File: src/rtl/ttn_pkg.sv
// Shared types, constants and lookup functions of the title text normalizer.
`default_nettype none

package ttn_pkg;

  localparam int unsigned QDepth = 4;
  localparam int unsigned QPtrW  = $clog2(QDepth);
  localparam int unsigned QCntW  = $clog2(QDepth + 1);

  localparam logic [7:0] ChSpace   = 8'h20;
  localparam logic [7:0] ChAmp     = 8'h26;
  localparam logic [7:0] ChDigit0  = 8'h30;
  localparam logic [7:0] ChDigit9  = 8'h39;
  localparam logic [7:0] ChUpperA  = 8'h41;
  localparam logic [7:0] ChUpperZ  = 8'h5a;
  localparam logic [7:0] ChLowerA  = 8'h61;
  localparam logic [7:0] ChLowerZ  = 8'h7a;
  localparam logic [7:0] ChNone    = 8'h00;
  localparam logic [7:0] CaseShift = 8'h20;
  localparam logic [7:0] LeadC3    = 8'hc3;

  typedef struct packed {
    logic [7:0] in_byte;
    logic       last_byte;
  } ttn_in_t;

  typedef struct packed {
    logic [7:0] out_char;
    logic       char_valid;
    logic       end_of_text;
  } ttn_out_t;

  typedef enum logic [1:0] {
    KIND_NONE,
    KIND_CHAR,
    KIND_AND,
    KIND_MARK
  } ttn_kind_e;

  typedef struct packed {
    logic       space;
    ttn_kind_e  kind;
    logic [7:0] ch;
    logic       eot;
  } ttn_cmd_t;

  function automatic logic [7:0] fold_c3(input logic [5:0] idx);
    logic [7:0] f;
    unique case (idx[4:0])
      5'd0, 5'd1, 5'd2, 5'd3, 5'd4, 5'd5: f = "a";
      5'd7:                               f = "c";
      5'd8, 5'd9, 5'd10, 5'd11:           f = "e";
      5'd12, 5'd13, 5'd14, 5'd15:         f = "i";
      5'd17:                              f = "n";
      5'd18, 5'd19, 5'd20, 5'd21, 5'd22,
      5'd24:                              f = "o";
      5'd25, 5'd26, 5'd27, 5'd28:         f = "u";
      5'd29:                              f = "y";
      default:                            f = ChNone;
    endcase
    if (idx == 6'd63) begin
      f = "y";
    end
    return f;
  endfunction

  function automatic logic [7:0] and_char(input logic [1:0] k);
    logic [7:0] c;
    unique case (k)
      2'd0:    c = "a";
      2'd1:    c = "n";
      default: c = "d";
    endcase
    return c;
  endfunction

endpackage

`default_nettype wire

File: src/rtl/ttn_front.sv
// Front end: decodes each byte, tracks word and UTF-8 state, issues at most one command per byte.
`default_nettype none

module ttn_front
  import ttn_pkg::*;
(
  input  wire logic     clk_i,
  input  wire logic     rst_ni,
  input  wire logic     valid_i,
  input  wire ttn_in_t  item_i,
  output logic          cmd_valid_o,
  output ttn_cmd_t      cmd_o
);

  logic       word_open_q, word_open_d;
  logic       space_pending_q, space_pending_d;
  logic       lead_held_q, lead_held_d;
  logic [7:0] held_lead_q, held_lead_d;
  logic       skipping_q, skipping_d;

  logic [7:0] b;
  logic       is_cont;
  logic       consumed;
  logic [7:0] fold_ch;
  ttn_cmd_t   cmd;

  assign b       = item_i.in_byte;
  assign is_cont = (b[7:6] == 2'b10);
  assign fold_ch = (held_lead_q == LeadC3) ? fold_c3(b[5:0]) : ChNone;

  always_comb begin
    word_open_d     = word_open_q;
    space_pending_d = space_pending_q;
    lead_held_d     = lead_held_q;
    held_lead_d     = held_lead_q;
    skipping_d      = skipping_q;
    consumed        = 1'b0;
    cmd.space       = 1'b0;
    cmd.kind        = KIND_NONE;
    cmd.ch          = ChNone;
    cmd.eot         = item_i.last_byte;

    if (lead_held_q) begin
      lead_held_d = 1'b0;
      if (is_cont) begin
        consumed = 1'b1;
        if (fold_ch != ChNone) begin
          cmd.space       = space_pending_d && word_open_d;
          space_pending_d = 1'b0;
          cmd.kind        = KIND_CHAR;
          cmd.ch          = fold_ch;
          word_open_d     = 1'b1;
        end else if (word_open_d) begin
          space_pending_d = 1'b1;
        end
      end else if (word_open_d) begin
        space_pending_d = 1'b1;
      end
    end else if (skipping_q) begin
      if (is_cont) begin
        consumed = 1'b1;
      end else begin
        skipping_d = 1'b0;
      end
    end

    if (!consumed) begin
      if (b == ChAmp) begin
        if (word_open_d) begin
          space_pending_d = 1'b1;
        end
        cmd.space       = space_pending_d && word_open_d;
        cmd.kind        = KIND_AND;
        word_open_d     = 1'b1;
        space_pending_d = 1'b1;
      end else if (!b[7]) begin
        if (b >= ChUpperA && b <= ChUpperZ) begin
          cmd.space       = space_pending_d && word_open_d;
          space_pending_d = 1'b0;
          cmd.kind        = KIND_CHAR;
          cmd.ch          = b + CaseShift;
          word_open_d     = 1'b1;
        end else if ((b >= ChLowerA && b <= ChLowerZ) || (b >= ChDigit0 && b <= ChDigit9)) begin
          cmd.space       = space_pending_d && word_open_d;
          space_pending_d = 1'b0;
          cmd.kind        = KIND_CHAR;
          cmd.ch          = b;
          word_open_d     = 1'b1;
        end else if (word_open_d) begin
          space_pending_d = 1'b1;
        end
      end else if (b[7:5] == 3'b110) begin
        lead_held_d = 1'b1;
        held_lead_d = b;
      end else begin
        if (word_open_d) begin
          space_pending_d = 1'b1;
        end
        skipping_d = 1'b1;
      end
    end

    if (item_i.last_byte) begin
      if (cmd.kind == KIND_NONE) begin
        cmd.kind = KIND_MARK;
      end
      word_open_d     = 1'b0;
      space_pending_d = 1'b0;
      lead_held_d     = 1'b0;
      held_lead_d     = ChNone;
      skipping_d      = 1'b0;
    end
  end

  assign cmd_valid_o = valid_i && (cmd.kind != KIND_NONE);
  assign cmd_o       = cmd;

  always_ff @(posedge clk_i or negedge rst_ni) begin
    if (!rst_ni) begin
      word_open_q     <= 1'b0;
      space_pending_q <= 1'b0;
      lead_held_q     <= 1'b0;
      held_lead_q     <= ChNone;
      skipping_q      <= 1'b0;
    end else if (valid_i) begin
      word_open_q     <= word_open_d;
      space_pending_q <= space_pending_d;
      lead_held_q     <= lead_held_d;
      held_lead_q     <= held_lead_d;
      skipping_q      <= skipping_d;
    end
  end

endmodule

`default_nettype wire

File: src/rtl/ttn_queue.sv
// Command queue between the front end and the output sequencer.
`default_nettype none

module ttn_queue
  import ttn_pkg::*;
(
  input  wire logic     clk_i,
  input  wire logic     rst_ni,
  input  wire logic     push_i,
  input  wire ttn_cmd_t data_i,
  input  wire logic     pop_i,
  output ttn_cmd_t      data_o,
  output logic          empty_o,
  output logic          full_o
);

  ttn_cmd_t               mem_q [QDepth];
  logic     [QPtrW-1:0]   wr_ptr_q, rd_ptr_q;
  logic     [QCntW-1:0]   count_q;
  logic                   do_push, do_pop;

  assign empty_o = (count_q == '0);
  assign full_o  = (count_q == QCntW'(QDepth));
  assign do_push = push_i && !full_o;
  assign do_pop  = pop_i && !empty_o;
  assign data_o  = mem_q[rd_ptr_q];

  always_ff @(posedge clk_i) begin
    if (do_push) begin
      mem_q[wr_ptr_q] <= data_i;
    end
  end

  always_ff @(posedge clk_i or negedge rst_ni) begin
    if (!rst_ni) begin
      wr_ptr_q <= '0;
      rd_ptr_q <= '0;
      count_q  <= '0;
    end else begin
      if (do_push) begin
        wr_ptr_q <= wr_ptr_q + QPtrW'(1);
      end
      if (do_pop) begin
        rd_ptr_q <= rd_ptr_q + QPtrW'(1);
      end
      unique case ({do_push, do_pop})
        2'b10:   count_q <= count_q + QCntW'(1);
        2'b01:   count_q <= count_q - QCntW'(1);
        default: count_q <= count_q;
      endcase
    end
  end

endmodule

`default_nettype wire

File: src/rtl/ttn_back.sv
// Back end: expands each command into output characters, one request per cycle while the reader pops.
`default_nettype none

module ttn_back
  import ttn_pkg::*;
(
  input  wire logic     clk_i,
  input  wire logic     rst_ni,
  input  wire logic     q_empty_i,
  input  wire ttn_cmd_t q_data_i,
  output logic          q_pop_o,
  output logic          empty_o,
  input  wire logic     pop_i,
  output ttn_out_t      result_o
);

  logic       cur_valid_q, cur_valid_d;
  ttn_cmd_t   cur_q, cur_d;
  logic [1:0] step_q, step_d;
  logic [1:0] last_step;
  logic [1:0] word_idx;
  logic       at_last;
  logic       advance;

  always_comb begin
    unique case (cur_q.kind)
      KIND_AND: last_step = 2'd2 + {1'b0, cur_q.space};
      KIND_CHAR: last_step = {1'b0, cur_q.space};
      default:  last_step = 2'd0;
    endcase
  end

  assign word_idx = step_q - {1'b0, cur_q.space};
  assign at_last  = (step_q == last_step);
  assign advance  = !cur_valid_q || (pop_i && at_last);
  assign q_pop_o  = advance && !q_empty_i;
  assign empty_o  = !cur_valid_q;

  always_comb begin
    result_o.char_valid  = 1'b1;
    result_o.end_of_text = cur_q.eot && at_last;
    if (cur_q.space && step_q == 2'd0) begin
      result_o.out_char = ChSpace;
    end else begin
      unique case (cur_q.kind)
        KIND_AND:  result_o.out_char = and_char(word_idx);
        KIND_CHAR: result_o.out_char = cur_q.ch;
        default: begin
          result_o.out_char   = ChNone;
          result_o.char_valid = 1'b0;
        end
      endcase
    end
  end

  always_comb begin
    cur_valid_d = cur_valid_q;
    cur_d       = cur_q;
    step_d      = step_q;
    if (advance) begin
      cur_valid_d = !q_empty_i;
      cur_d       = q_data_i;
      step_d      = 2'd0;
    end else if (pop_i) begin
      step_d = step_q + 2'd1;
    end
  end

  always_ff @(posedge clk_i or negedge rst_ni) begin
    if (!rst_ni) begin
      cur_valid_q <= 1'b0;
      step_q      <= 2'd0;
    end else begin
      cur_valid_q <= cur_valid_d;
      step_q      <= step_d;
    end
  end

  always_ff @(posedge clk_i) begin
    cur_q <= cur_d;
  end

endmodule

`default_nettype wire

File: src/rtl/title_text_normalizer_unit.sv
// Top level of the title text normalizer: front end, command queue and output sequencer.
`default_nettype none

// Takes one title byte per cycle while full is low and folds it to lowercase ASCII words
// separated by single spaces. Each byte is decoded in the cycle it is pushed and leaves at
// most one command in a four-entry queue; the output sequencer turns a command into one
// to four result requests, one per cycle while pop is high, from its output register.
// A plain character gives one request, a character after a pending space two, and '&'
// up to four, so sustained rate is one byte per cycle on ordinary text while pop stays
// high; the queue absorbs the longer '&' expansions, and full rises only once four
// commands wait in the queue; a result passes a queue entry, then the output register.

module title_text_normalizer_unit
  import ttn_pkg::*;
(
  input  wire logic     clk_i,
  input  wire logic     rst_ni,
  input  wire logic     push,
  output logic          full,
  input  wire ttn_in_t  item_i,
  output logic          empty,
  input  wire logic     pop,
  output ttn_out_t      result_o
);

  logic     accept;
  logic     cmd_valid;
  ttn_cmd_t cmd;
  ttn_cmd_t q_data;
  logic     q_empty;
  logic     q_pop;

  assign accept = push && !full;

  ttn_front u_front (
    .clk_i       (clk_i),
    .rst_ni      (rst_ni),
    .valid_i     (accept),
    .item_i      (item_i),
    .cmd_valid_o (cmd_valid),
    .cmd_o       (cmd)
  );

  ttn_queue u_queue (
    .clk_i   (clk_i),
    .rst_ni  (rst_ni),
    .push_i  (cmd_valid),
    .data_i  (cmd),
    .pop_i   (q_pop),
    .data_o  (q_data),
    .empty_o (q_empty),
    .full_o  (full)
  );

  ttn_back u_back (
    .clk_i     (clk_i),
    .rst_ni    (rst_ni),
    .q_empty_i (q_empty),
    .q_data_i  (q_data),
    .q_pop_o   (q_pop),
    .empty_o   (empty),
    .pop_i     (pop),
    .result_o  (result_o)
  );

endmodule

`default_nettype wire
File: config.mk
export PLATFORM = sky130hd
export DESIGN_NAME = title_text_normalizer_unit
export DESIGN_NICKNAME = d
export VERILOG_FILES = /design/src/rtl/ttn_pkg.sv /design/src/rtl/ttn_front.sv /design/src/rtl/ttn_queue.sv /design/src/rtl/ttn_back.sv /design/src/rtl/title_text_normalizer_unit.sv
export SDC_FILE = /design/constraint.sdc
export NUM_CORES = 1
export LEC_CHECK = 0
export ABC_AREA = 1
export BUFFER_PORTS_ARGS = -buffer_cell sky130_fd_sc_hd__buf_4
export CAP_MARGIN = 20
export CORE_UTILIZATION = 40
export DETAILED_ROUTE_END_ITERATION = 10
export GPL_ROUTABILITY_DRIVEN = 0
export PLACE_DENSITY = 0.62
export SKIP_LAST_GASP = 1
export SYNTH_ARGS = -nofsm -noshare
export SYNTH_HDL_FRONTEND = slang
export SYNTH_SLANG_ARGS = --single-unit
File: constraint.sdc
create_clock -name clk_i -period 7.5 [get_ports clk_i]
set_input_delay 0 -clock clk_i [delete_from_list [all_inputs] [get_ports clk_i]]
set_output_delay 0 -clock clk_i [all_outputs]
set_load 0.1 [all_outputs]
==> results by group <==
Die
  • Die area: about 11000 sq um
  • Site row count: 36
  • DIE HEIGHT: between 100 and 150 microns
  • Core Region: 9820 sq um
  • Initial core utilization: 0.414
  • Die width: around 100 microns
  • I/O pins: 25

Setup path
  • Most frequent CP cell: inv_1
  • Reg2Reg Setup Slack: roughly 4.5 ns
  • Slowest CP cell: fa_1
  • Crit-path cells: inv_1 -> ha_1 -> inv_1 -> nand2_1 -> nand3_1 -> nand2_1 -> nand3_2 -> o21ai_4 -> nand2_2 -> inv_1 -> ha_1 -> inv_1 -> fa_1 -> a21oi_1 -> o21ai_0 -> xor2_1
  • Largest fanout on the critical path: 16
  • Crit path largest cell delay: 0.43 ns
  • CP startpoint kind: flip-flop
  • Setup CP Type: reg2reg
  • CP required: 7.72 ns
  • CP Data Arrival Time: roughly 3.2 ns
  • Crit. End Element: flip-flop

Synth
  • Synthesized Nets: around 420
  • Synth area leaders: edfxtp_1 44%, dfrtp_1 14%, o21ai_0 5.9%
  • Post-synth ARST share: 0.268
  • Post-synth top cells: 60 x edfxtp_1, 49 x nor2_1, 48 x o21ai_0
  • Cells after Synth: 398
  • Synth warn: 0
  • Post-synth top flop: edfxtp_1
  • Synth cell types: 34
  • Register area share after synthesis: 0.578
  • Largest area contributor in the netlist: edfxtp_1
  • Count leader, synth: edfxtp_1
  • Synthesized cell area: just over 4000 sq um
  • Syn_area_per_cell: 10.2 sq um
  • Yosys top cell area share: 0.443
  • Number of enable flip-flop cells after synthesis: 60
  • FF+latch count, synth: 82

Timing
  • Maximum clock frequency: 336 MHz
  • Worst slew margin: 0.471
  • Final setup violation count: 0
  • Unrepaired setup endpoints after global routing: no
  • Final hold violation count: 0
  • Tmin final: a little under 3 ns
  • Worst clock skew: ~0.015 ns
  • Period utilization: 0.397
  • Worst Tran Pin Value: a little under 0.8 ns
  • Max-slew violation count: 0
  • WHS: between 0.04 and 0.05 ns
  • Post-route setup TNS: 0 ns

GRT
  • M2 GR Usage: 0.272
  • Overall Global Routing Usage: 0.160
  • First-pass GRT wire length: between 10 and 15 mm
  • Total gr overflow: 0
  • M1 GR Usage: 0.202
  • Largest net degree at the start of global routing: 27
  • Number of global-route vias before repair: 2623
  • Initial antenna violation count: 0
  • Met3 usage: 0.0285
  • GRT Max-Usage Layer: met2

Finish
  • Fin cells: roughly 570
  • Design area: about 4700 sq um
  • Fraction of layout cells with a size suffix above 1: 0.194
  • Layout net count: 454
  • Area Overhead vs Synth: 14.5%
  • # fillers: 964
  • Footprint of the multi-input gates: 1460 sq um
  • Sequential Area: between 2000 and 2500 sq um
  • Ant. Diodes: 0

Place
  • Port Buffer Count: 24
  • Placed Area: 4360 sq um
  • Placed Instances: roughly 550
  • HPWL Detailed: ~5.4 mm

Clock network
  • Clock-pin slew on the worst setup and hold paths: ~0.08 ns
  • Total CTS buffers: 9
  • Clock root buffer master: clkbuf_8
  • Clk sinks: slightly above 80
  • Setup Buffers After CTS: 0
  • Clock latency on the worst-skew pair: ~0.34 ns
  • CTS Buffer Depth: 2
  • CTS resizes: 0
  • CTS tree: done
  • H-Tree Depth: 3
  • Post-CTS Hold Fix Bufs: 6

Routing
  • Vias per inst: roughly 4.9
  • Antenna Nets Post-Route: 0
  • Routed WL: 7.65 mm
  • Iteration count of the initial detailed-routing pass: 4
  • Routed vias: approximately 2800
  • Initial DRC Count: about 130
  • Post-route DRC: 0
  • Routed len/inst: roughly 13 microns

Status
  • Status: completed

Pwr
  • Max IR drop VDD: approximately 0.44 mV
  • PwrDens: 410 nW/um^2
  • Lkg Pwr: around 1.9 nW

Run
  • Max-cap violations: 0

Min path
  • Worst Hold Class: in2reg
==> registers in the layout (all words and copies together) (netlist names) <==
| signal | count |
|---|---|
| u_back.cur_valid_q | 1 |
| u_queue.wr_ptr_q | 2 |
| u_front.word_open_q | 1 |
| u_queue.rd_ptr_q | 2 |
| u_front.skipping_q | 1 |
| u_queue.mem_q | 48 |
| u_back.cur_q | 12 |
| u_queue.count_q | 3 |
| u_front.held_lead_q | 8 |
| u_front.lead_held_q | 1 |
| u_front.space_pending_q | 1 |
| u_back.step_q | 2 |
==> layout by cell type, fill, tap and decap left out, drive strengths merged <==
master and count:
nand2 59, bufinv 3, nand3 24, o22ai 18, nor2 58, ha 11, edfxtp 60, nand4 9
dlygate4sd3 6, o21ai 51, xnor2 3, clkinv 1, fa 1, xor2 3, a21oi 13, nor3 2
clkinvlp 2, o21bai 1, o2111ai 1, inv 52, clkbuf 10, dfrtp 22, buf 24
==> cell families (layout without fill, tap and decap cells) <==
family	after synthesis	in the layout	synth area share
AOI/OAI and AO/OA	84	84	0.116
xor gates and xnor gates	6	6	0.0129
and+or+nand+nor	152	152	0.190
adders and majority gates	12	12	0.0387
DFF	82	82	0.578
buffers and inverters	62	98	0.0640
==> cell type report <==
type	instances	share of cell area
flip-flops and latches	82	0.505
multi-input cells	254	0.313
repair buffers	30	0.0516
inverters	52	0.0430
well taps	133	0.0357
clock buffers	10	0.0274
clock inverters	6	0.0244
==> critical path, delay by kind of cell, from the launching register on <==
family / cells / cell delay (ns)
simple gates: 5 / 0.43
buf+inv: 4 / 0.31
fa+ha+maj: 3 / 0.88
xor+xnor: 1 / 0.16
compound gates: 3 / 0.69
flops: 1 / 0.40
==> per-layer routing <==
metal  routed length, microns  up-vias
li1                         -     1420
met1                     3640     1307
met5                        0        -
met4                       39        0
met3                      187        2
met2                     3780       42
==> power breakdown <==
group	internal [mW]	switching (mW)	leakage (nW)	total [mW]
Combinational	0.217	0.602	0.925	0.820
Sequential	0.632	0.0809	0.826	0.713
Clock	0.222	0.154	0.113	0.376
==> worst paths after layout <==
check / depth (start not counted) / end / from
max in group asynchronous: 2 / u_front.held_lead_q[0] / rst_ni
max: 16 / u_queue.count_q[2] / u_back.cur_q[10]
min reg2reg: 1 / u_queue.count_q[0] / u_queue.count_q[0]
min: 3 / u_front.held_lead_q[0] / item_i[1]
max reg2reg: 16 / u_queue.count_q[2] / u_back.cur_q[10]
min in group asynchronous: 2 / u_queue.count_q[1] / rst_ni
==> stage by stage <==
stage / util / worst slack [ns] / total power, mW
floorplan: - / 4.64 / 1.37
global placement: 0.444 / 4.63 / 1.53
detailed placement: 0.444 / 4.50 / 1.55
CTS: 0.474 / 4.49 / 1.93
global route: 0.474 / 4.15 / 2.04
finish: 0.474 / 4.53 / 1.91
Note: power is estimated with default switching activity, not from simulation.
